[config.mk]
export PLATFORM = sky130hd
export DESIGN_NAME = mset_cell
export DESIGN_NICKNAME = d
export VERILOG_FILES = /design/src/rtl/multi_slot_expiry_timer_top_defines.svh /design/src/rtl/mset_pkg.sv /design/src/rtl/mset_cell.sv
export SDC_FILE = /design/constraint.sdc
export NUM_CORES = 1
export LEC_CHECK = 0
export BUFFER_PORTS_ARGS = -buffer_cell sky130_fd_sc_hd__buf_2
export CAP_MARGIN = 20
export CORE_ASPECT_RATIO = 2
export CORE_MARGIN = 4
export CORE_UTILIZATION = 56
export CTS_CLUSTER_SIZE = 25
export DETAILED_ROUTE_END_ITERATION = 16
export GPL_ROUTABILITY_DRIVEN = 1
export PLACE_DENSITY_LB_ADDON = 0.12
export SETUP_SLACK_MARGIN = 0.4
export SYNTH_ARGS = -nofsm -noshare
export SYNTH_HDL_FRONTEND = slang
export SYNTH_SLANG_ARGS = --single-unit
[constraint.sdc]
create_clock -name clk -period 8.3 [get_ports clk]
set_input_delay 1.245 -clock clk [delete_from_list [all_inputs] [get_ports clk]]
set_output_delay 1.245 -clock clk [all_outputs]
set_load 0.03 [all_outputs]
[src/rtl/multi_slot_expiry_timer_top_defines.svh]
// Assertion macros used by the timer controller RTL.
`ifndef MULTI_SLOT_EXPIRY_TIMER_TOP_DEFINES_SVH
`define MULTI_SLOT_EXPIRY_TIMER_TOP_DEFINES_SVH

// same-cycle implication, sampled on clk, off during reset
`define MSET_CHK_NOW(lbl, ante, cons, msg) \
  lbl: assert property (@(posedge clk) disable iff (!rst_n) (ante) |-> (cons)) \
    else $error(msg);

// next-cycle implication, sampled on clk, off during reset
`define MSET_CHK_NEXT(lbl, ante, cons, msg) \
  lbl: assert property (@(posedge clk) disable iff (!rst_n) (ante) |=> (cons)) \
    else $error(msg);

`endif

[src/rtl/mset_pkg.sv]
// Package: sizes, codes, state types and time helpers of the expiry timer.
`default_nettype none

package mset_pkg;

  localparam int SLOTS    = 16;
  localparam int IDX_W    = (SLOTS > 1) ? $clog2(SLOTS) : 1;
  localparam int SLOT_FW  = 4;
  localparam int SEL_W    = (IDX_W > SLOT_FW) ? IDX_W : SLOT_FW;
  localparam int SEC_W    = 32;
  localparam int USEC_W   = 20;
  localparam int FIRE_MAX = 16;
  localparam int FCNT_W   = 5;

  localparam logic [SEC_W-1:0]  SEC_MAX      = '1;
  localparam logic [USEC_W-1:0] USEC_MAX     = 20'd999999;
  localparam logic [USEC_W:0]   USEC_PER_SEC = 21'd1000000;
  localparam logic [USEC_W:0]   USEC_TWO_SEC = 21'd2000000;
  localparam logic [IDX_W-1:0]  IDX_LAST     = IDX_W'(SLOTS - 1);
  localparam logic [FCNT_W-1:0] FCNT_MAX     = FCNT_W'(FIRE_MAX);

  typedef enum logic [1:0] {
    FUNC_REG    = 2'd0,
    FUNC_CANCEL = 2'd1,
    FUNC_CHECK  = 2'd2,
    FUNC_CLEAR  = 2'd3
  } func_t;

  typedef enum logic {
    KIND_FIRE  = 1'b0,
    KIND_SCHED = 1'b1
  } kind_t;

  typedef enum logic [2:0] {
    ST_IDLE,
    ST_NORM,
    ST_EXP,
    ST_APPLY,
    ST_SCAN,
    ST_SCHED
  } state_t;

  // broadcast from the controller to every cell
  typedef struct packed {
    logic              apply;
    func_t             func;
    logic [SEL_W-1:0]  slot;
    logic              went_back;
    logic [SEC_W-1:0]  now_sec;
    logic [USEC_W-1:0] now_usec;
    logic [SEC_W-1:0]  exp_sec;
    logic [USEC_W-1:0] exp_usec;
  } op_t;

  // running minimum handed down the chain
  typedef struct packed {
    logic              have;
    logic [SEC_W-1:0]  sec;
    logic [USEC_W-1:0] usec;
  } min_t;

  // a <= b on normalized (sec, usec) pairs
  function automatic logic time_le(input logic [SEC_W-1:0]  a_sec,
                                   input logic [USEC_W-1:0] a_usec,
                                   input logic [SEC_W-1:0]  b_sec,
                                   input logic [USEC_W-1:0] b_usec);
    return (a_sec < b_sec) || ((a_sec == b_sec) && (a_usec <= b_usec));
  endfunction

endpackage

`default_nettype wire

[src/rtl/mset_cell.sv]
// One timer slot: armed flag, expiry time, fired flag and a stage of the scan chain.
`default_nettype none

module mset_cell import mset_pkg::*; (
  input  logic clk,
  input  logic rst_n,
  input  op_t  op,
  input  logic sel,
  input  logic step,
  input  logic tok_in,
  input  min_t min_in,
  output logic tok_out,
  output min_t min_out,
  output logic armed,
  output logic hit
);

  logic              armed_r, armed_nxt;
  logic              fired_r, fired_nxt;
  logic              tok_r;
  logic [SEC_W-1:0]  exp_sec_r;
  logic [USEC_W-1:0] exp_usec_r;
  min_t              min_r, min_nxt;
  logic              live;
  logic              wb_fire;
  logic              due;

  always_comb begin
    live      = armed_r;
    wb_fire   = 1'b0;
    due       = 1'b0;
    armed_nxt = armed_r;
    fired_nxt = fired_r;
    if (op.apply) begin
      if (op.func == FUNC_CLEAR) begin
        armed_nxt = 1'b0;
        fired_nxt = 1'b0;
      end else begin
        if (op.func == FUNC_CANCEL && sel) begin
          live = 1'b0;
        end
        wb_fire = op.went_back & live;
        if (op.went_back) begin
          live = 1'b0;
        end
        due = (op.func == FUNC_CHECK) && live &&
              time_le(exp_sec_r, exp_usec_r, op.now_sec, op.now_usec);
        if (op.func == FUNC_REG && sel) begin
          live = 1'b1;
        end
        armed_nxt = live & ~due;
        fired_nxt = wb_fire | due;
      end
    end
  end

  always_comb begin
    min_nxt = min_in;
    if (armed_r &&
        (!min_in.have || !time_le(min_in.sec, min_in.usec, exp_sec_r, exp_usec_r))) begin
      min_nxt.have = 1'b1;
      min_nxt.sec  = exp_sec_r;
      min_nxt.usec = exp_usec_r;
    end
  end

  always_ff @(posedge clk) begin
    if (!rst_n) begin
      armed_r <= 1'b0;
      fired_r <= 1'b0;
      tok_r   <= 1'b0;
    end else begin
      armed_r <= armed_nxt;
      fired_r <= fired_nxt;
      if (op.apply) begin
        tok_r <= 1'b0;
      end else if (step) begin
        tok_r <= tok_in;
      end
    end
  end

  always_ff @(posedge clk) begin
    if (op.apply && op.func == FUNC_REG && sel) begin
      exp_sec_r  <= op.exp_sec;
      exp_usec_r <= op.exp_usec;
    end
    if (step && tok_in) begin
      min_r <= min_nxt;
    end
  end

  assign tok_out = tok_r;
  assign min_out = min_r;
  assign armed   = armed_r;
  assign hit     = tok_in & fired_r;

endmodule

`default_nettype wire

# Yosys cells after proc, flatten, opt, wreduce, memory -nomap -nowiden
# Cells that the tools add are included.
dict set report word_totals {
  regBits 108
  input_bits 170
  out_inout_bits 56
  elab_cells 52
}
dict set report op_classes {
  order_cmp 4
  eq_ne 5
  muxes 12
  bitwise 6
  n_reduce_logical 17
}
# op count
set op_table {}
lappend op_table {{$eq 32x32->1} 2}
lappend op_table {{$lt 32x32->1} 2}
lappend op_table {{$mux 52} 1}
lappend op_table {{$le 20x20->1} 2}
lappend op_table {{$mux 1} 11}
lappend op_table {{$logic_and 1x1->1} 10}
lappend op_table {{$eq 2x2->1 const B} 2}
lappend op_table {{$and 1x1->1} 3}
lappend op_table {{$logic_or 1x1->1} 3}
lappend op_table {{$eq 2x1->1 const B} 1}
lappend op_table {{$logic_not 1->1} 2}
lappend op_table {{$logic_not 2->1} 1}
lappend op_table {{$not 1->1} 2}
lappend op_table {{$reduce_or 2->1} 1}
lappend op_table {{$or 1x1->1} 1}

# Longest topological paths before layout
dict set report depth {
  depth_word 13
  depth_mapped 11
  mapped_depth_nobuf 9
}

# Worst setup path after synthesis
# OpenSTA, ideal clock, no wires.
dict set report synth_timing {
  path_type {input port to flip-flop}
  from {in min_in[43] in the netlist's numbering}
  to {reg min_r (netlist bit min_out[10]) (data pin)}
  setup_ns 0.260
  arrival_time_ns 3.536
  required_ns 8.040
  setup_slack_ns 4.504
  cell_stages 10
  path_buffers 2
  cell_sequence {ha_1 > nand3_2 > nor4_1 > nand3b_1 > or4_1 > o41a_1 > o311a_1 > buf_6 > buf_12 > mux2_4}
}
# element line_no
set synth_rtl {}
lappend synth_rtl {{from (decl)} mset_cell.sv:11} ;# input min_t min_in,
lappend synth_rtl {{to (signal assigned)} mset_cell.sv:89} ;# min_r <= min_nxt;
lappend synth_rtl {{to (decl)} mset_cell.sv:23} ;# min_t min_r, min_nxt;

==> results_dict.tcl <==
set metrics [dict create \
    min_period_over_period 0.489 \
    rsz0062_at_grt "no" \
    place_hpwl_um 14400 \
    io_pins 226 \
    timing.final.ws_setup_ps 4240 \
    clock_path_buffers 2 \
    rr_startpoint "exp_sec_r[19]$_DFFE_PP_" \
    cts.sinks 108 \
    hold_viol_final 0 \
    fin_area_sq_um 8350 \
    synth_most_common_cell "inv_1" \
    relSlewSlack 0.315 \
    nets 1067 \
    holdPathStages 2 \
    skew_ps 9.63 \
    drc 0 \
    period_needed_ps 4060 \
    vdd_ir_drop_max_mv 0.108 \
    synth_compound_area_frac 0.0801 \
    synth_area_leaders "edfxtp_1, ha_1, mux2_4" \
    via_count 5296 \
    tightest_slew_ps 1030 \
    synth-xor-area-share 0 \
    r2r_slack_ps 4810 \
    antenna_found_initial 4 \
    synth_top_cell_area_share 0.460 \
    setup_violations 0 \
    start_util 0.569 \
    fmax_mhz 246 \
    path_class "in2reg" \
    synth_top_family_by_area "adder cells" \
    ys_async_sr_fraction 0 \
    grt_pass1_vias 5671 \
    holdPathEnd "tok_out$_SDFFE_PP0P_" \
    power_density_nw_per_um2 151 \
    drtIter0Drc 209 \
    synth.cell_area_sq_um 6860 \
    met2_usage 0.502 \
    ant_nets 0 \
    vias_per_cell 5.59 \
    dieArea_sq_um 14200 \
    path_max_fanout 52 \
    cts_setup_buffers 0 \
    yosys-top-cells-count "inv_1, edfxtp_1, ha_1" \
    synth_edf_count 105 \
    use_met3 0.0464 \
    r2r_cells 9 \
    placed_area_sq_um 8070 \
    r2r_end "min_out[1]$_DFFE_PP_" \
    dp_slack_ps 3890 \
    cts_root_buf "clkbuf_16" \
    grt-busiest-layer "met2" \
    hold_start "tok_out$_SDFFE_PP0P_" \
    die_w_um 86.3 \
    synth_nets 839 \
    port_buffers 221 \
    yosys_warnings 0 \
    syn_avg_cell_area_sq_um 12.1 \
    synth_cells 565 \
    rows 57 \
    gp_congestion 0.943 \
    muxShareOfSynthArea 0.111 \
    synthAdderAreaFrac 0.190 \
    grt_max_degree 55 \
    cts_made_buffers 9 \
    drtPass1Iterations 4 \
    drv_slew 0 \
    dieHeight_um 165 \
    wl_per_cell_um 18.7 \
    yosysTopAreaCell "edfxtp_1" \
    yosys.area_share.simple 0.0741 \
    grt_overflow 0 \
    ys.flop_type "edfxtp_1" \
    finalSetupTns_ps 0 \
    clock_latency_ps 350 \
    h-tree-depth 3 \
    cap_violations 0 \
    outcome "complete, no violations" \
    ys_seq_elements 108 \
    hold_class "reg2reg" \
    drive_gt1_frac 0.366 \
    post_cts_resized 0 \
    core_area_sq_um 12100 \
    grt_first_pass_wirelength_um 26300 \
    ys_types 43 \
    finalWirelength_um 17700 \
    p_leak_nw 4.07 \
    whs_ps 521 \
    clkTransAtPathRegs_ps 70 \
    syn_to_final_growth_pct 21.7 \
    cts_tree "built" \
    worstSetupEndpointType "flip-flop" \
    grt_use_met1 0.216 \
    grt_use_total 0.246 \
    cp.arrival_ps 4160 \
    cts_hold_buf 0 \
    required_ps 8400 \
    synth-seq-area-share 0.468 \
    cp-start-kind "input port" \
]
==> cell usage in the layout, fill, tap and decap left out, types with 9 or more instances in the layout <==
| cell type | n |
|---|---|
| edfxtp_1 | 105 |
| a21oi_1 | 47 |
| nand2_1 | 19 |
| nor2_1 | 10 |
| clkbuf_16 | 9 |
| nand4_1 | 23 |
| nand3_1 | 16 |
| inv_1 | 110 |
| o21ai_0 | 12 |
| mux2_4 | 48 |
| buf_2 | 221 |
| ha_1 | 104 |
==> registers in the layout, indices dropped and copies added, names as in the netlist <==
name / count
exp_usec_r: 20
armed: 1
tok_out: 1
min_out: 53
exp_sec_r: 32
fired_r: 1
==> per-stage QoR <==
| stage | utilization | instances | power (W) |
|---|---|---|---|
| after floorplan | - | 565 | 0.000778 |
| after global placement | 0.669 | 929 | 0.000855 |
| after detailed placement | 0.669 | 929 | 0.000866 |
| after CTS | 0.692 | 945 | 0.00127 |
| after global routing | 0.692 | 947 | 0.00132 |
| final | 0.693 | 948 | 0.00126 |
==> how the worst max path moves through the flow <==
stage               start  cells after the start                    end  slack, ps
2_1_floorplan  min_in[43]                     10  min_out[10]$_DFFE_PP_       4500
3_3_place_gp   min_in[51]                      8  min_out[51]$_DFFE_PP_       3930
3_5_place_dp   min_in[39]                      9   min_out[1]$_DFFE_PP_       3890
4_1_cts        min_in[39]                      9  min_out[51]$_DFFE_PP_       4250
5_1_grt        min_in[39]                      9  min_out[51]$_DFFE_PP_       4100
6_report       min_in[39]                      9   min_out[1]$_DFFE_PP_       4240
==> critical path: stages <==
cell	delay [ps]
buf_2	120
ha_1	320
nand4_1	160
nor4_1	520
a221o_1	230
a31oi_1	50
nand3_1	170
o311a_4	910
mux2_2	420
==> cell families after synthesis <==
family | after synthesis
buffers and inverters | 116
flip-flops | 108
adder cells (fa/ha/maj) | 104
AND/OR/NAND/NOR | 95
AO/OA/AOI/OAI | 90
multiplexers | 52
==> metal layers <==
metal,wire length [um],up-vias
met4,713,2
met1,5500,2517
met2,10500,196
li1,-,2532
met3,1010,49
met5,7,-
==> power by group <==
group | total, W | leakage, nW | internal [W] | switching [W]
combinational | 0.000220 | 2.94 | 0.000101 | 0.000119
clock | 0.000406 | 0.136 | 0.000206 | 0.000200
sequential | 0.000633 | 0.994 | 0.000623 | 0.0000105
total | 0.00126 | 4.07 | 0.000929 | 0.000330
==> layout make-up <==
cell class                 instances  area, sq um
antenna                            3         7.51
clock buffer                       9          225
clock inverter                     7         47.5
fill                             901         3710
inverter                         110          413
multi-input combinational        341         3140
sequential                       108         3210
tap                              147          184
timing repair buffer             223         1120
(Power assumes the default switching activity.)
