$ cat src/rtl/multi_slot_expiry_timer_top_defines.svh
// Assertion macros used by the timer controller RTL.
`ifndef MULTI_SLOT_EXPIRY_TIMER_TOP_DEFINES_SVH
`define MULTI_SLOT_EXPIRY_TIMER_TOP_DEFINES_SVH

// same-cycle implication, sampled on clk, off during reset
`define MSET_CHK_NOW(lbl, ante, cons, msg) \
  lbl: assert property (@(posedge clk) disable iff (!rst_n) (ante) |-> (cons)) \
    else $error(msg);

// next-cycle implication, sampled on clk, off during reset
`define MSET_CHK_NEXT(lbl, ante, cons, msg) \
  lbl: assert property (@(posedge clk) disable iff (!rst_n) (ante) |=> (cons)) \
    else $error(msg);

`endif

$ cat src/rtl/mset_pkg.sv
// Package: sizes, codes, state types and time helpers of the expiry timer.
`default_nettype none

package mset_pkg;

  localparam int SLOTS    = 16;
  localparam int IDX_W    = (SLOTS > 1) ? $clog2(SLOTS) : 1;
  localparam int SLOT_FW  = 4;
  localparam int SEL_W    = (IDX_W > SLOT_FW) ? IDX_W : SLOT_FW;
  localparam int SEC_W    = 32;
  localparam int USEC_W   = 20;
  localparam int FIRE_MAX = 16;
  localparam int FCNT_W   = 5;

  localparam logic [SEC_W-1:0]  SEC_MAX      = '1;
  localparam logic [USEC_W-1:0] USEC_MAX     = 20'd999999;
  localparam logic [USEC_W:0]   USEC_PER_SEC = 21'd1000000;
  localparam logic [USEC_W:0]   USEC_TWO_SEC = 21'd2000000;
  localparam logic [IDX_W-1:0]  IDX_LAST     = IDX_W'(SLOTS - 1);
  localparam logic [FCNT_W-1:0] FCNT_MAX     = FCNT_W'(FIRE_MAX);

  typedef enum logic [1:0] {
    FUNC_REG    = 2'd0,
    FUNC_CANCEL = 2'd1,
    FUNC_CHECK  = 2'd2,
    FUNC_CLEAR  = 2'd3
  } func_t;

  typedef enum logic {
    KIND_FIRE  = 1'b0,
    KIND_SCHED = 1'b1
  } kind_t;

  typedef enum logic [2:0] {
    ST_IDLE,
    ST_NORM,
    ST_EXP,
    ST_APPLY,
    ST_SCAN,
    ST_SCHED
  } state_t;

  // broadcast from the controller to every cell
  typedef struct packed {
    logic              apply;
    func_t             func;
    logic [SEL_W-1:0]  slot;
    logic              went_back;
    logic [SEC_W-1:0]  now_sec;
    logic [USEC_W-1:0] now_usec;
    logic [SEC_W-1:0]  exp_sec;
    logic [USEC_W-1:0] exp_usec;
  } op_t;

  // running minimum handed down the chain
  typedef struct packed {
    logic              have;
    logic [SEC_W-1:0]  sec;
    logic [USEC_W-1:0] usec;
  } min_t;

  // a <= b on normalized (sec, usec) pairs
  function automatic logic time_le(input logic [SEC_W-1:0]  a_sec,
                                   input logic [USEC_W-1:0] a_usec,
                                   input logic [SEC_W-1:0]  b_sec,
                                   input logic [USEC_W-1:0] b_usec);
    return (a_sec < b_sec) || ((a_sec == b_sec) && (a_usec <= b_usec));
  endfunction

endpackage

`default_nettype wire

$ cat src/rtl/mset_ifs.sv
// Channel interfaces: request input and result output of the expiry timer.
`default_nettype none

interface mset_in_if;
  logic        valid;
  logic        ready;
  logic [1:0]  func;
  logic [3:0]  slot;
  logic [31:0] delay_sec;
  logic [19:0] delay_usec;
  logic [31:0] now_sec;
  logic [19:0] now_usec;

  modport source (output valid, func, slot, delay_sec, delay_usec, now_sec, now_usec,
                  input ready);
  modport sink (input valid, func, slot, delay_sec, delay_usec, now_sec, now_usec,
                output ready);
endinterface

interface mset_out_if;
  logic        valid;
  logic        ready;
  logic        kind;
  logic [3:0]  fired_slot;
  logic [31:0] next_sec;
  logic [19:0] next_usec;
  logic        pending;
  logic        last;

  modport source (output valid, kind, fired_slot, next_sec, next_usec, pending, last,
                  input ready);
  modport sink (input valid, kind, fired_slot, next_sec, next_usec, pending, last,
                output ready);
endinterface

`default_nettype wire

$ cat src/rtl/mset_ctrl.sv
// Controller: request intake, time arithmetic, scan sequencing and result register.
`default_nettype none

`include "multi_slot_expiry_timer_top_defines.svh"

module mset_ctrl import mset_pkg::*; (
  input  logic             clk,
  input  logic             rst_n,
  mset_in_if.sink          in_ch,
  mset_out_if.source       out_ch,
  input  logic [SLOTS-1:0] hits,
  input  logic             pend,
  input  logic             tok_last,
  input  min_t             min_last,
  output op_t              op,
  output logic             tok0,
  output logic             step
);

  state_t            state_r, state_nxt;
  func_t             func_r;
  logic [SEL_W-1:0]  slot_r;
  logic [SEC_W-1:0]  dsec_r;
  logic [USEC_W-1:0] dusec_r;
  logic [SEC_W-1:0]  nsec_r;
  logic [USEC_W-1:0] nusec_r;
  logic [SEC_W-1:0]  now_sec_r;
  logic [USEC_W-1:0] now_usec_r;
  logic              wb_r;
  logic [SEC_W-1:0]  exp_sec_r;
  logic [USEC_W-1:0] exp_usec_r;
  logic [SEC_W-1:0]  last_seen_r;
  logic [IDX_W-1:0]  k_r;
  logic [FCNT_W-1:0] nfire_r;

  logic              out_valid_r;
  kind_t             out_kind_r;
  logic [3:0]        out_slot_r;
  logic [SEC_W-1:0]  out_sec_r;
  logic [USEC_W-1:0] out_usec_r;
  logic              out_pend_r;
  logic              out_last_r;

  logic              accept;
  logic              hit_any;
  logic              emit;
  logic              out_free;
  logic              load_fire;
  logic              load_sched;

  logic [USEC_W:0]   usum;
  logic [USEC_W:0]   unorm;
  logic [1:0]        carry;
  logic [SEC_W+1:0]  ssum;

  logic              later;
  logic              bor;
  logic [USEC_W:0]   du;
  logic [SEC_W-1:0]  ds;

  always_comb begin
    state_nxt = state_r;
    case (state_r)
      ST_IDLE:  if (in_ch.valid) state_nxt = ST_NORM;
      ST_NORM:  state_nxt = ST_EXP;
      ST_EXP:   state_nxt = ST_APPLY;
      ST_APPLY: state_nxt = ST_SCAN;
      ST_SCAN:  if (step && k_r == IDX_LAST) state_nxt = ST_SCHED;
      ST_SCHED: if (out_free) state_nxt = ST_IDLE;
      default:  state_nxt = ST_IDLE;
    endcase
  end

  always_comb begin
    in_ch.ready = (state_r == ST_IDLE);
    hit_any     = |hits;
    out_free    = !out_valid_r || out_ch.ready;
    emit        = (state_r == ST_SCAN) && hit_any && (nfire_r < FCNT_MAX);
    step        = (state_r == ST_SCAN) && (!emit || out_free);
    tok0        = (state_r == ST_SCAN) && (k_r == '0);
    load_fire   = emit && out_free;
    load_sched  = (state_r == ST_SCHED) && out_free;
  end

  assign accept = in_ch.valid && in_ch.ready;

  always_comb begin
    op.apply     = (state_r == ST_APPLY);
    op.func      = func_r;
    op.slot      = slot_r;
    op.went_back = wb_r;
    op.now_sec   = now_sec_r;
    op.now_usec  = now_usec_r;
    op.exp_sec   = exp_sec_r;
    op.exp_usec  = exp_usec_r;
  end

  // expiry = now + delay, microseconds carried into seconds, saturating
  always_comb begin
    usum = {1'b0, now_usec_r} + {1'b0, dusec_r};
    if (usum >= USEC_TWO_SEC) begin
      carry = 2'd2;
      unorm = usum - USEC_TWO_SEC;
    end else if (usum >= USEC_PER_SEC) begin
      carry = 2'd1;
      unorm = usum - USEC_PER_SEC;
    end else begin
      carry = 2'd0;
      unorm = usum;
    end
    ssum = {2'b00, now_sec_r} + {2'b00, dsec_r} + {{SEC_W{1'b0}}, carry};
  end

  // delay from now to the earliest expiry, zero when already due
  always_comb begin
    later = min_last.have &&
            !time_le(min_last.sec, min_last.usec, now_sec_r, now_usec_r);
    bor   = min_last.usec < now_usec_r;
    du    = {1'b0, min_last.usec} + (bor ? USEC_PER_SEC : '0) - {1'b0, now_usec_r};
    ds    = min_last.sec - now_sec_r - {{(SEC_W-1){1'b0}}, bor};
  end

  always_ff @(posedge clk) begin
    if (!rst_n) begin
      state_r     <= ST_IDLE;
      out_valid_r <= 1'b0;
      last_seen_r <= '0;
      k_r         <= '0;
      nfire_r     <= '0;
    end else begin
      state_r <= state_nxt;
      if (load_fire || load_sched) begin
        out_valid_r <= 1'b1;
      end else if (out_ch.ready) begin
        out_valid_r <= 1'b0;
      end
      if (state_r == ST_APPLY) begin
        last_seen_r <= (func_r == FUNC_CLEAR) ? '0 : nsec_r;
        k_r         <= '0;
        nfire_r     <= '0;
      end else begin
        if (step) begin
          k_r <= k_r + 1'b1;
        end
        if (load_fire) begin
          nfire_r <= nfire_r + 1'b1;
        end
      end
    end
  end

  always_ff @(posedge clk) begin
    if (accept) begin
      func_r  <= func_t'(in_ch.func);
      slot_r  <= SEL_W'(in_ch.slot);
      dsec_r  <= in_ch.delay_sec;
      dusec_r <= in_ch.delay_usec;
      nsec_r  <= in_ch.now_sec;
      nusec_r <= in_ch.now_usec;
    end
    if (state_r == ST_NORM) begin
      wb_r <= nsec_r < last_seen_r;
      if ({1'b0, nusec_r} >= USEC_PER_SEC) begin
        if (nsec_r == SEC_MAX) begin
          now_sec_r  <= SEC_MAX;
          now_usec_r <= USEC_MAX;
        end else begin
          now_sec_r  <= nsec_r + 1'b1;
          now_usec_r <= USEC_W'({1'b0, nusec_r} - USEC_PER_SEC);
        end
      end else begin
        now_sec_r  <= nsec_r;
        now_usec_r <= nusec_r;
      end
    end
    if (state_r == ST_EXP) begin
      if (ssum[SEC_W+1:SEC_W] != 2'b00) begin
        exp_sec_r  <= SEC_MAX;
        exp_usec_r <= USEC_MAX;
      end else begin
        exp_sec_r  <= ssum[SEC_W-1:0];
        exp_usec_r <= unorm[USEC_W-1:0];
      end
    end
    if (load_fire) begin
      out_kind_r <= KIND_FIRE;
      out_slot_r <= 4'(k_r);
      out_sec_r  <= '0;
      out_usec_r <= '0;
      out_pend_r <= pend;
      out_last_r <= 1'b0;
    end else if (load_sched) begin
      out_kind_r <= KIND_SCHED;
      out_slot_r <= '0;
      out_sec_r  <= later ? ds : '0;
      out_usec_r <= later ? du[USEC_W-1:0] : '0;
      out_pend_r <= pend;
      out_last_r <= 1'b1;
    end
  end

  assign out_ch.valid      = out_valid_r;
  assign out_ch.kind       = out_kind_r;
  assign out_ch.fired_slot = out_slot_r;
  assign out_ch.next_sec   = out_sec_r;
  assign out_ch.next_usec  = out_usec_r;
  assign out_ch.pending    = out_pend_r;
  assign out_ch.last       = out_last_r;

  `MSET_CHK_NOW(a_hit_scan, hit_any, state_r == ST_SCAN, "fired hit outside the scan")
  `MSET_CHK_NOW(a_hit_one, 1'b1, $onehot0(hits), "several cells hold the scan token")
  `MSET_CHK_NOW(a_hit_pos, hit_any, hits[k_r], "scan token and scan counter disagree")
  `MSET_CHK_NOW(a_pend_min, state_r == ST_SCHED, min_last.have == pend, "pending and minimum disagree")
  `MSET_CHK_NOW(a_done_tok, state_r == ST_SCHED, tok_last, "schedule before the token left the chain")
  `MSET_CHK_NEXT(a_pend_stable, state_r == ST_SCAN, pend == $past(pend), "armed set moved during scan")

endmodule

`default_nettype wire

$ cat src/flat_wrapper.sv
// flat-port wrapper written by rule: the top's interface ports become plain ports
module mset_ctrl_flat import mset_pkg::*;
  (clk, rst_n, hits, pend, tok_last, min_last, op, tok0, step, in_ch_valid, in_ch_func, in_ch_slot, in_ch_delay_sec, in_ch_delay_usec, in_ch_now_sec, in_ch_now_usec, in_ch_ready, out_ch_valid, out_ch_kind, out_ch_fired_slot, out_ch_next_sec, out_ch_next_usec, out_ch_pending, out_ch_last, out_ch_ready);
  mset_in_if in_ch_i ();
  mset_out_if out_ch_i ();
  input  logic clk;
  input  logic rst_n;
  input  logic [SLOTS-1:0] hits;
  input  logic pend;
  input  logic tok_last;
  input  min_t min_last;
  output op_t op;
  output logic tok0;
  output logic step;
  input wire logic [$bits(in_ch_i.valid)-1:0] in_ch_valid;
  input wire logic [$bits(in_ch_i.func)-1:0] in_ch_func;
  input wire logic [$bits(in_ch_i.slot)-1:0] in_ch_slot;
  input wire logic [$bits(in_ch_i.delay_sec)-1:0] in_ch_delay_sec;
  input wire logic [$bits(in_ch_i.delay_usec)-1:0] in_ch_delay_usec;
  input wire logic [$bits(in_ch_i.now_sec)-1:0] in_ch_now_sec;
  input wire logic [$bits(in_ch_i.now_usec)-1:0] in_ch_now_usec;
  output wire logic [$bits(in_ch_i.ready)-1:0] in_ch_ready;
  output wire logic [$bits(out_ch_i.valid)-1:0] out_ch_valid;
  output wire logic [$bits(out_ch_i.kind)-1:0] out_ch_kind;
  output wire logic [$bits(out_ch_i.fired_slot)-1:0] out_ch_fired_slot;
  output wire logic [$bits(out_ch_i.next_sec)-1:0] out_ch_next_sec;
  output wire logic [$bits(out_ch_i.next_usec)-1:0] out_ch_next_usec;
  output wire logic [$bits(out_ch_i.pending)-1:0] out_ch_pending;
  output wire logic [$bits(out_ch_i.last)-1:0] out_ch_last;
  input wire logic [$bits(out_ch_i.ready)-1:0] out_ch_ready;
  assign in_ch_i.valid = in_ch_valid;
  assign in_ch_i.func = in_ch_func;
  assign in_ch_i.slot = in_ch_slot;
  assign in_ch_i.delay_sec = in_ch_delay_sec;
  assign in_ch_i.delay_usec = in_ch_delay_usec;
  assign in_ch_i.now_sec = in_ch_now_sec;
  assign in_ch_i.now_usec = in_ch_now_usec;
  assign in_ch_ready = in_ch_i.ready;
  assign out_ch_valid = out_ch_i.valid;
  assign out_ch_kind = out_ch_i.kind;
  assign out_ch_fired_slot = out_ch_i.fired_slot;
  assign out_ch_next_sec = out_ch_i.next_sec;
  assign out_ch_next_usec = out_ch_i.next_usec;
  assign out_ch_pending = out_ch_i.pending;
  assign out_ch_last = out_ch_i.last;
  assign out_ch_i.ready = out_ch_ready;
  mset_ctrl u_core (.clk(clk), .rst_n(rst_n), .in_ch(in_ch_i), .out_ch(out_ch_i), .hits(hits), .pend(pend), .tok_last(tok_last), .min_last(min_last), .op(op), .tok0(tok0), .step(step));
endmodule
$ cat config.mk
export PLATFORM = sky130hd
export DESIGN_NAME = mset_ctrl_flat
export DESIGN_NICKNAME = d
export VERILOG_FILES = /design/src/rtl/mset_pkg.sv /design/src/rtl/mset_ifs.sv /design/src/rtl/mset_ctrl.sv /design/src/flat_wrapper.sv
export VERILOG_INCLUDE_DIRS = /design/src /design/src/rtl
export SDC_FILE = /design/constraint.sdc
export NUM_CORES = 1
export LEC_CHECK = 0
export ABC_AREA = 1
export BUFFER_PORTS_ARGS = -buffer_cell sky130_fd_sc_hd__buf_4
export CORE_AREA = 2 2 288 290
export DETAILED_ROUTE_END_ITERATION = 8
export DIE_AREA = 0 0 290 292
export MAX_ROUTING_LAYER = met4
export PLACE_DENSITY = 0.57
export SLEW_MARGIN = 20
export SYNTH_ARGS = -nofsm -noshare
export SYNTH_HDL_FRONTEND = slang
export SYNTH_SLANG_ARGS = --single-unit
$ cat constraint.sdc
create_clock -name clk -period 7.06 [get_ports clk]
set_input_delay 0.353 -clock clk [delete_from_list [all_inputs] [get_ports clk]]
set_output_delay 0.353 -clock clk [all_outputs]
set_load 0.05 [all_outputs]
[Yosys cells after proc, flatten, opt, wreduce, memory -nomap -nowiden]
Cells that the tools add are included.
Storage, ports and cells
  logic and storage cells: 102
  flip-flop bits (word level): 318
  output and inout bits: 175
  input bits: 185
Cells by class
  $lt $le $gt $ge: 8
  reductions and logical operators: 25
  $add $sub $neg: 13
  equality and inequality tests: 12
  bitwise logic cells: 1
  muxes and demuxes: 22
Operators by type and width (count)
  two-way mux 32 bit: 4
  two-way mux 20 bit: 6
  < comparator 32 bit: 2
  subtractor 20 bit, second input constant: 3
  adder 34 x 2 -> 34 bit: 1
  adder 32 x 32 -> 33 bit: 1
  adder 32 x 1 -> 32 bit, second input constant: 1
  == test 32 bit: 1
  == test 32 bit, second input constant: 1
  subtractor 32 x 1 -> 32 bit: 1
  subtractor 32 bit: 1
  adder 20 x 20 -> 21 bit: 1
  >= comparator 21 x 20 -> 1 bit, second input constant: 1
  >= comparator 21 bit, second input constant: 1
  adder 20 bit: 1
  >= comparator 20 bit, second input constant: 1
  less-or-equal comparator 20 bit: 1
  < comparator 20 bit: 1
  subtractor 20 bit: 1
  case mux 3 bit (6 select lines): 1
  OR reduction 16 bit: 1
  logical AND 1 bit: 10
  two-way mux 3 bit: 3
  two-way mux 4 bit: 2
  20 further kinds: 34

[Longest topological paths before layout]
Gate-level depths: netlist of the first run.
  depth after elaboration: 9
  mapped depth: 35
  depth with buffers taken out: 35

[Worst setup path before layout of the first run]
OpenSTA, ideal clock, no wires.
  path type: reg2reg
  start point: reg u_core.state_r[0]
  end point: reg u_core.dsec_r[0] (enable)
  clock period less this slack: 6.460 ns
  setup slack: 0.600 ns
  path buffers: 0
  stages on the path, launching flop included: 6
  required time: 6.479 ns
  data arrival time: 5.880 ns
  setup time: 0.581 ns
  path through: dfxtp_1 nor2_1 inv_1 nor2_1 inv_1 nor2_1
On the way
  cells in the longest elaborated chain, start to end: 2
RTL lines
  start, declared: RTL line mset_ctrl.sv:20  | state_t state_r, state_nxt;
  start signal, assigned: RTL line mset_ctrl.sv:131  | state_r <= state_nxt;
  logical NOT 3 bit: RTL line mset_ctrl.sv:75  | in_ch.ready = (state_r == ST_IDLE);
  net in_ch_ready: RTL line flat_wrapper.sv:22  | output wire logic [$bits(in_ch_i.ready)-1:0] in_ch_ready;
  logical AND 1 bit: RTL line mset_ctrl.sv:85  | assign accept = in_ch.valid && in_ch.ready;
  net u_core.accept: RTL line mset_ctrl.sv:44  | logic accept;
  end signal, assigned: RTL line mset_ctrl.sv:156  | dsec_r <= in_ch.delay_sec;
  end, declared: RTL line mset_ctrl.sv:23  | logic [SEC_W-1:0] dsec_r;
The timed path passes the listed nets, and every way through them passes these cells.
A chain may end at the register's enable or synchronous reset.

[Final worst setup path of the first run]
  start point: reg u_core.now_usec_r[6]
  end point: reg u_core.exp_usec_r[17] (data pin)
On the way
  cells in the longest elaborated chain, start to end: 6
  elaborated cells between the ends (all ways): 11
  classes of those cells: add/sub (4); order compare (2); mux (4); reduce/logical (1)
RTL lines
  start, declared: RTL line mset_ctrl.sv:28  | logic [USEC_W-1:0] now_usec_r;
  start signal, assigned: RTL line mset_ctrl.sv:169  | now_usec_r <= USEC_W'({1'b0, nusec_r} - USEC_PER_SEC);
  start signal, assigned: RTL line mset_ctrl.sv:173  | now_usec_r <= nusec_r;
  adder 20 x 20 -> 21 bit (*): RTL line mset_ctrl.sv:100  | usum = {1'b0, now_usec_r} + {1'b0, dusec_r};
  >= comparator 21 x 20 -> 1 bit: RTL line mset_ctrl.sv:104  | end else if (usum >= USEC_PER_SEC) begin
  two-way mux 1 bit: RTL line mset_ctrl.sv:104
  two-way mux 2 bit: RTL line mset_ctrl.sv:101  | if (usum >= USEC_TWO_SEC) begin
  adder 34 x 2 -> 34 bit: RTL line mset_ctrl.sv:111  | ssum = {2'b00, now_sec_r} + {2'b00, dsec_r} + {{SEC_W{1'b0}}, carry};
  nonzero test 2 bit: RTL line mset_ctrl.sv:177  | if (ssum[SEC_W+1:SEC_W] != 2'b00) begin
  end signal, assigned: RTL line mset_ctrl.sv:182  | exp_usec_r <= unorm[USEC_W-1:0];
  end, declared: RTL line mset_ctrl.sv:31  | logic [USEC_W-1:0] exp_usec_r;
Every way passes the cells marked *; elsewhere a longest branch is shown, timed or not.

==> results of run 1 <==
power breakdown:
| group | leakage (uW) | switching (uW) | total (uW) | internal [uW] |
|---|---|---|---|---|
| Clock | 0.000697 | 928 | 2240 | 1310 |
| Combinational | 0.0110 | 5790 | 8450 | 2660 |
| Sequential | 0.00283 | 506 | 3280 | 2780 |
per-layer routing:
metal | track usage, % | part of all wire, % | wire length, um
met2 | 32.53 | 48 | 38150
met1 | 23.46 | 44 | 35060
met4 | 3.938 | 1.9 | 1524
met5 | - | 0 | 0
met3 | 3.402 | 6.0 | 4772
stage by stage:
stage / utilization [%] / setup slack, ns / cells
after floorplan: - / 0.5997 / 3156
after global placement: 33.63 / 0.8851 / 4556
after detailed placement: 33.63 / 0.8285 / 4556
after CTS: 36.77 / 0.7906 / 4745
after global routing: 36.78 / 0.1052 / 4746
final: 36.78 / 0.8200 / 4747
cell usage in the layout (no fill, tap or decap), types with 22 or more instances in the layout:
cell	instances
nand3_2	28
o21ai_0	103
xnor2_1	24
nor2_1	235
clkbuf_16	44
dlygate4sd3_1	112
nand3_1	147
nand2_2	22
nor3_1	47
edfxtp_1	220
a21oi_1	124
o22ai_1	31
inv_1	554
xor2_1	63
buf_4	369
nand2_1	963
ha_1	227
nand4_1	61
dfxtp_1	98
worst paths after layout:
path / slack (ns) / from / depth (start not counted) / end
worst max-delay path: 0.82 / u_core.now_usec_r[6] / 33 / u_core.exp_usec_r[17]
worst min-delay path: 0.10 / in_ch_valid / 5 / u_core.state_r[2]
worst max register to register: 0.82 / u_core.now_usec_r[6] / 33 / u_core.exp_usec_r[17]
worst min register to register: 0.45 / u_core.nfire_r[3] / 1 / u_core.nfire_r[3]
worst max-delay path, delay by kind of cell, from the launching register on:
kind / cells / cell delay [ns]
DFF: 1 / 0.48
buffers and inverters: 5 / 0.49
adders and majority gates: 4 / 1.35
and+or+nand+nor: 23 / 3.01
xor gates and xnor gates: 1 / 0.63
final cells by class:
class / count / share of cell area [%]
antenna: 2 / 0.01668
sequential: 318 / 28.55
timing repair buffer: 482 / 13.03
inverter: 575 / 7.192
clock inverter: 24 / 1.001
multi-input combinational: 2223 / 41.93
clock buffer: 53 / 3.815
tap: 1070 / 4.461
flip-flops by register name, indices dropped and copies added, names as in the netlist, 2 cells and up:
name,flops
u_core.dusec_r,20
u_core.slot_r,4
u_core.now_usec_r,20
u_core.exp_sec_r,32
u_core.out_ch.fired_slot,4
u_core.state_r,3
u_core.out_ch.next_usec,20
u_core.func_r,2
u_core.k_r,4
u_core.last_seen_r,32
u_core.out_ch.next_sec,32
u_core.exp_usec_r,20
u_core.nsec_r,32
u_core.nusec_r,20
u_core.dsec_r,32
u_core.nfire_r,5
u_core.now_sec_r,32
cells by family after synthesis:
kind of cell | count (synthesis)
AOI/OAI and AO/OA | 321
adders and majority gates | 243
DFF | 318
buffers and inverters | 615
and+or+nand+nor | 1567
xor gates and xnor gates | 92
timing repair:
action                                  4_1_cts  5_1_grt
gates resized for setup                       0        0
endpoints found under the setup margin        0        0
hold buffers                                112        0
endpoints found under the hold margin       114        0
==> flow_metrics.tcl, run 1 <==
set metrics [dict create \
    synth-main-ff-cell "edfxtp_1" \
    postRouteAntennaNets 0 \
    numClockSinks 318 \
    synthAdderAreaFrac_pct 13.45 \
    synthXorXnorAreaFrac_pct 3.589 \
    synth_area_um2 23500 \
    final_cell_area_um2 30010 \
    avgSynthCellArea_um2 7.446 \
    worst-endpoint-required_ns 7.39 \
    tightestPinTransition_ns 1.008 \
    io_pins 360 \
    viasPerCell 4.579 \
    nFillCells 8606 \
    worstSetupStartpointType "flip-flop" \
    grt-ovfl-total 0 \
    arrival_ns 6.57 \
    synthToLayoutAreaGrowth_pct 27.70 \
    peakVddDrop_v 0.0002440 \
    drt_iter0_markers 1089 \
    wl_um 79510 \
    final.min_clock_period_ns 6.240 \
    cellLeakagePower_uw 0.01452 \
    critPathMostFrequentCell "nand2_1" \
    fmax_mhz 160.3 \
    power_uw 13970 \
    critPathCaptureType "flip-flop" \
    multi_input_area_um2 12580 \
    drv_slew 0 \
    crit_type "reg2reg" \
    nets 4070 \
    hpwl_um 63910 \
    postSynthCellCount 3156 \
    hold_violations 0 \
    synth_top_area_share_pct 28.11 \
    cts-buffers-inserted 42 \
    synth_area_leader_cell "edfxtp_1" \
    initial_core_util_pct 28.80 \
    p_per_area_nw_per_um2 465.6 \
    synth_top_family_by_area "simple AND/OR/NAND/NOR gates" \
    syn_nets 3584 \
    row_count 105 \
    worst_hold_slack_ns 0.1024 \
    max-slew-margin-rel_pct 31.08 \
    yosys-top-cells-count "965 x nand2_1, 554 x inv_1, 237 x nor2_1, 227 x ha_1, 220 x edfxtp_1" \
    remaining_drc_errors 0 \
    async_flop_share_pct 0 \
    grt_pass1_wl_um 121300 \
    fin_crit_sh_pct 88.39 \
    grt_antenna_before_repair 1 \
    yosysMostFrequentCell "nand2_1" \
    outcome "complete, no violations" \
    yosys_warnings 0 \
    grtUsageTotal_pct 19.02 \
    drive_gt1_share_pct 14.91 \
    ctsHtreeMaxLevel 2 \
    die_width_um 290 \
    num_vias 21740 \
    tritoncts "yes" \
    ff_latch_area_um2 8568 \
    placed_area_um2 27440 \
    wl_per_cell_um 16.75 \
    synthSimpleGateAreaFrac_pct 28.66 \
    clk_pin_slew_ns 0.06 \
    clock_skew_ns 0.05673 \
    ys_seq_elements 318 \
    synth_compound_area_share_pct 7.725 \
    path_max_fanout 26 \
    io_buffers 358 \
    cts-root-buf "clkbuf_16" \
    ys_seq_area_share_pct 36.46 \
    hold_class "in2reg" \
    cp_slowest_stage_delay_ns 0.63 \
    clk_latency_ns 0.61 \
    dieHeight_um 292 \
    synth_edf_count 220 \
    gp_congestion 0.9068 \
    synth_mux_area_share_pct 0 \
    grt_max_degree 61 \
    post-cts-setup-buffers 0 \
    synth.area.top_cells "edfxtp_1 28%, nand2_1 15%, ha_1 12%" \
    yosysUniqueCellTypes 54 \
    setup_violations 0 \
    rsz0062_at_grt "false" \
    max_cap_viol_count 0 \
    grt_pass1_vias 20950 \
    critPathSlowestCell "xnor2_1" \
    die_area_um2 84680 \
    dr.pass1.iters 5 \
    fp.coreArea_um2 81580 \
    tns_ns 0 \
    clockBufferDepth 3 \
]
Note: power is estimated with default switching activity, not from simulation.
==> inputs of run 2 (changes only) <==
--- a/config.mk
+++ b/config.mk
@@ -7,7 +7,7 @@
 export NUM_CORES = 1
 export LEC_CHECK = 0
 export ABC_AREA = 1
-export BUFFER_PORTS_ARGS = -buffer_cell sky130_fd_sc_hd__buf_4
+export BUFFER_PORTS_ARGS = -buffer_cell sky130_fd_sc_hd__buf_2
 export CORE_AREA = 2 2 288 290
 export DETAILED_ROUTE_END_ITERATION = 8
 export DIE_AREA = 0 0 290 292
==> flow_metrics.tcl, run 2 (synthesized netlist as in run 1, its figures left out) <==
set metrics [dict create \
    critPathSlowestCell "xnor2_1" \
    hold_violations 0 \
    die_area_um2 84680 \
    grt_max_degree 63 \
    final_common_cell "nand2_1" \
    setup_violations 0 \
    drive_gt1_share_pct 15.01 \
    numClockSinks 318 \
    wl_um 78410 \
    fp.coreArea_um2 81580 \
    tightestPinTransition_ns 0.9668 \
    cts-buffers-inserted 41 \
    seq_power_share_pct 23.8 \
    fmax_mhz 160.6 \
    fin_cells 4750 \
    remaining_drc_errors 0 \
    critPathMostFrequentCell "nand2_1" \
    met2_length_um 37000 \
    max_cap_viol_count 0 \
    initial_core_util_pct 28.80 \
    nets 4065 \
    viasPerCell 4.513 \
    hold_class "in2reg" \
    drt_iter0_markers 1049 \
    row_count 105 \
    peakVddDrop_v 0.0001960 \
    path_max_fanout 33 \
    utilization_pct 35.62 \
    cellLeakagePower_uw 0.01422 \
    r2r-end "u_core.exp_usec_r[17]" \
    p_switching_uw 7178 \
    ctsHtreeMaxLevel 2 \
    io_buffers 358 \
    crit_type "reg2reg" \
    outcome "complete, no violations" \
    final_cell_area_um2 29060 \
    arrival_ns 6.52 \
    fin_crit_sh_pct 88.17 \
    num_vias 21440 \
    final_cell_mix "964 x nand2_1, 554 x inv_1, 358 x buf_2, 235 x nor2_1, 227 x ha_1" \
    met3_wirelength_um 4526 \
    grt_pass1_vias 20830 \
    max-slew-margin-rel_pct 33.88 \
    p_comb_share_pct 59.9 \
    drv_slew 0 \
    clk_latency_ns 0.58 \
    dp_cells 4558 \
    worst-endpoint-required_ns 7.36 \
    postRouteAntennaNets 0 \
    tns_ns 0 \
    tritoncts "yes" \
    reg2reg_depth 33 \
    die_width_um 290 \
    grt_pass1_wl_um 119500 \
    rsz0062_at_grt "false" \
    switching_share_pct 52.31 \
    min_to "u_core.dsec_r[11]" \
    top_layer "met4" \
    m1WireLength_um 35270 \
    grtUsageTotal_pct 18.78 \
    cp_slowest_stage_delay_ns 0.59 \
    whs_path_depth 1 \
    rrSetupSlack_ns 0.84 \
    p_per_area_nw_per_um2 472.2 \
    worstSetupStartpointType "flip-flop" \
    synthToLayoutAreaGrowth_pct 23.65 \
    hpwl_um 63240 \
    grt_antenna_before_repair 13 \
    placed_area_um2 26550 \
    cp_num_buf_inv 5 \
    hp-start "in_ch_delay_sec[11]" \
    io_pins 360 \
    clock_skew_ns 0.02419 \
    r2r-start "u_core.now_usec_r[6]" \
    dieHeight_um 292 \
    critPathCaptureType "flip-flop" \
    clk_pin_slew_ns 0.06 \
    gp_congestion 0.9069 \
    final.min_clock_period_ns 6.225 \
    crit_family "simple AND/OR/NAND/NOR gates" \
    pwr-share-clk_pct 16.2 \
    nFillCells 8640 \
    dr.pass1.iters 5 \
    wl_per_cell_um 16.51 \
    grt-ovfl-total 0 \
    cts-root-buf "clkbuf_16" \
    p_int_uw 6544 \
    clockBufferDepth 3 \
]
[run 2: changes by cell type in the layout (fill, tap and decap cells not counted), sizes merged, moves of 3 or more]
cell / previous run / this run
diode: 2 / 10
inv: 571 / 574
clkbuf: 53 / 48
clkinv: 21 / 18
dlygate4sd3: 112 / 106
[run 2: final cells by class]
type	instances	area (um^2)	area share (%)
Inverter	575	2158	7.428
Clock inverter	28	344.1	1.184
Clock buffer	48	1072	3.690
Multi-Input combinational cell	2223	12580	43.30
Timing Repair Buffer	478	2970	10.22
Sequential cell	318	8568	29.49
Antenna cell	10	25.02	0.08612
Tap cell	1070	1339	4.607
[run 2: what timing repair did]
item / CTS / global route
hold buffers: 105 / 1
hold endpoints to repair: 105 / 1
resized for setup: 0 / 0
setup buffers: 0 / 0
[run 2: per-layer routing]
metal | vias to the layer above | GRT usage (%)
li1 | 11160 | -
met1 | 9634 | 23.28
met2 | 559 | 31.62
met3 | 87 | 3.425
met4 | 0 | 4.522
met5 | - | -
[run 2: power by group through the flow]
stage	logic, uW	clock network [uW]	registers [uW]
2_1_floorplan	5140	0	4200
3_3_place_gp	8180	0	3320
3_5_place_dp	8210	0	3330
4_1_cts	8290	2300	3300
5_1_grt	9270	2360	3340
6_report	8220	2230	3270
[run 2: worst max path at each step]
| stage | from | end | slack [ns] | depth (start not counted) |
|---|---|---|---|---|
| 3_3_place_gp | u_core.now_usec_r[6] | u_core.exp_usec_r[17] | 0.89 | 33 |
| 4_1_cts | u_core.now_usec_r[6] | u_core.exp_usec_r[17] | 0.79 | 33 |
| 3_5_place_dp | u_core.now_usec_r[6] | u_core.exp_usec_r[17] | 0.83 | 33 |
| 6_report | u_core.now_usec_r[6] | u_core.exp_usec_r[17] | 0.84 | 33 |
| 5_1_grt | u_core.now_usec_r[6] | u_core.exp_usec_r[17] | 0.11 | 33 |
| 2_1_floorplan | u_core.state_r[0] | u_core.dsec_r[0] | 0.60 | 5 |
[run 2: through the flow]
| stage | hold slack, ns | setup slack (ns) | total power (uW) |
|---|---|---|---|
| 2_1_floorplan | 0.4223 | 0.5997 | 9341 |
| 3_3_place_gp | 0.4339 | 0.8869 | 11500 |
| 4_1_cts | 0.002447 | 0.7862 | 13890 |
| 6_report | 0.04133 | 0.8350 | 13720 |
| 5_1_grt | 0.006997 | 0.1080 | 14970 |
| 3_5_place_dp | 0.4356 | 0.8340 | 11530 |
==> inputs of run 3 (changes only) <==
--- a/config.mk
+++ b/config.mk
@@ -6,11 +6,10 @@
 export SDC_FILE = /design/constraint.sdc
 export NUM_CORES = 1
 export LEC_CHECK = 0
-export ABC_AREA = 1
 export BUFFER_PORTS_ARGS = -buffer_cell sky130_fd_sc_hd__buf_2
-export CORE_AREA = 2 2 288 290
+export CORE_AREA = 2 2 273 275
 export DETAILED_ROUTE_END_ITERATION = 8
-export DIE_AREA = 0 0 290 292
+export DIE_AREA = 0 0 275 277
 export MAX_ROUTING_LAYER = met4
 export PLACE_DENSITY = 0.57
 export SLEW_MARGIN = 20
==> flow_metrics.tcl, run 3 <==
set metrics [dict create \
    outcome "complete, no violations" \
    clockBufferDepth 3 \
    postSynthCellCount 2172 \
    avgSynthCellArea_um2 9.669 \
    io_buffers 358 \
    yosys_warnings 0 \
    arrival_ns 6.96 \
    grt-ovfl-total 0 \
    initial_core_util_pct 28.55 \
    cts-buffers-inserted 40 \
    synth_area_um2 21000 \
    clk_pin_slew_ns 0.06 \
    dieHeight_um 277 \
    fin_crit_sh_pct 93.99 \
    fmax_mhz 150.7 \
    die_area_um2 76180 \
    tritoncts "yes" \
    worst_hold_slack_ns 0.03984 \
    dr.pass1.iters 5 \
    crit_type "reg2reg" \
    synthToLayoutAreaGrowth_pct 27.04 \
    hold_class "in2reg" \
    die_width_um 275 \
    worst-endpoint-required_ns 7.38 \
    grtUsageMet2_pct 28.76 \
    ctsHtreeMaxLevel 2 \
    setup_violations 0 \
    pre_cts_slack_ns -0.02539 \
    max_cap_viol_count 0 \
    placed_area_um2 24090 \
    drive_gt1_share_pct 19.86 \
    crit_family "simple AND/OR/NAND/NOR gates" \
    syn_nets 2600 \
    grt_pass1_wl_um 101400 \
    wl_per_cell_um 18.60 \
    fin_ws_ns 0.4246 \
    synth_area_leader_cell "edfxtp_1" \
    synth.area.top_cells "edfxtp_1 31%, ha_1 14%, dfxtp_1 9.3%" \
    critPathSlowestCell "or4b_4" \
    synth_edf_count 220 \
    max-slew-margin-rel_pct 29.86 \
    ys_seq_area_share_pct 40.80 \
    hpwl_um 54320 \
    grt_antenna_before_repair 11 \
    path_max_fanout 19 \
    p_per_area_nw_per_um2 257.5 \
    nets 3087 \
    peakVddDrop_v 0.0002072 \
    synth-main-ff-cell "edfxtp_1" \
    final_common_cell "buf_2" \
    row_count 100 \
    ys_seq_elements 318 \
    yosysUniqueCellTypes 93 \
    hold_violations 0 \
    power_uw 6869 \
    remaining_drc_errors 0 \
    io_pins 360 \
    gp_congestion 0.9000 \
    cp_slowest_stage_delay_ns 0.62 \
    clock_skew_ns 0.02373 \
    critPathCaptureType "flip-flop" \
    grt.busiest_layer "met2" \
    nFillCells 7435 \
    final_cell_mix "358 x buf_2, 242 x inv_1, 226 x ha_1, 220 x edfxtp_1, 164 x nand2_1" \
    yosys-top-cells-count "243 x inv_1, 227 x ha_1, 220 x edfxtp_1, 164 x nand2_1, 134 x nor2_1" \
    grtUsageTotal_pct 17.95 \
    cts-root-buf "clkbuf_16" \
    wl_um 68220 \
    postRouteAntennaNets 0 \
    fp.coreArea_um2 73570 \
    use_met1_pct 22.44 \
    tightestPinTransition_ns 1.052 \
    cellLeakagePower_uw 0.01144 \
    grt_max_degree 58 \
    tns_ns 0 \
    drt_iter0_markers 1201 \
    numClockSinks 318 \
    num_vias 17610 \
    async_flop_share_pct 0 \
    clk_latency_ns 0.57 \
    viasPerCell 4.802 \
    final.min_clock_period_ns 6.635 \
    final_cell_area_um2 26680 \
    grt_pass1_vias 17090 \
    synth_top_area_share_pct 31.46 \
    cp_num_buf_inv 5 \
    drv_slew 0 \
    grt_use_met3_pct 4.717 \
    worstSetupStartpointType "flip-flop" \
    yosysMostFrequentCell "inv_1" \
]
-- run 3: final timing paths --
kind                                    start  cells after the start  slack [ns]                          end
setup reg to reg         u_core.now_usec_r[4]                     27        0.42        u_core.exp_usec_r[18]
hold / removal             in_ch_now_usec[10]                      1        0.04           u_core.nusec_r[10]
hold reg to reg   u_core.out_ch.next_usec[18]                      1        0.47  u_core.out_ch.next_usec[18]
setup / recovery         u_core.now_usec_r[4]                     27        0.42        u_core.exp_usec_r[18]
-- run 3: metrics by stage --
| step | instances | util (%) |
|---|---|---|
| after floorplan | 2172 | - |
| after global placement | 3477 | 32.74 |
| after detailed placement | 3477 | 32.74 |
| after CTS | 3656 | 36.09 |
| after global routing | 3665 | 36.26 |
| final | 3667 | 36.27 |
-- run 3: repair_timing --
item / in CTS / in global routing
resized for setup: 1 / 16
setup buffers: 0 / 1
hold endpoints to repair: 107 / 0
hold buffers: 107 / 0
cloned: 0 / 1
endpoints found under the setup margin: 16 / 52
-- run 3: layout make-up --
cell class	instances	area (um^2)	area share (%)
diodes	9	22.52	0.08441
inverters	244	915.9	3.433
well taps	969	1212	4.544
repair buffers	501	3176	11.90
flip-flops and latches	318	8568	32.11
clock inverters	25	332.8	1.247
multi-input cells	1554	11390	42.71
clock buffers	47	1059	3.967
-- run 3: kinds of logic (layout without fill, tap and decap cells) --
| group | after synthesis | after routing | share of synthesized area, % |
|---|---|---|---|
| adder cells (fa/ha/maj) | 243 | 243 | 15.05 |
| flip-flops | 318 | 318 | 40.80 |
| multiplexers | 7 | 7 | 0.3455 |
| other | 0 | 9 | 0 |
| XOR/XNOR | 139 | 139 | 5.797 |
| AO/OA/AOI/OAI | 529 | 529 | 17.15 |
| AND/OR/NAND/NOR | 636 | 636 | 15.32 |
| buffers and inverters | 300 | 817 | 5.541 |
-- run 3: per-layer routing --
metal | vias to the layer above | share of wire (%)
li1 | 8813 | -
met1 | 8252 | 44
met2 | 465 | 46
met3 | 79 | 8.1
met4 | 0 | 2.2
met5 | - | 0
-- run 3: power by group --
part / internal (uW) / switching (uW)
Clock: 1340 / 871
Sequential: 2210 / 124
Combinational: 872 / 1460
Total: 4420 / 2450
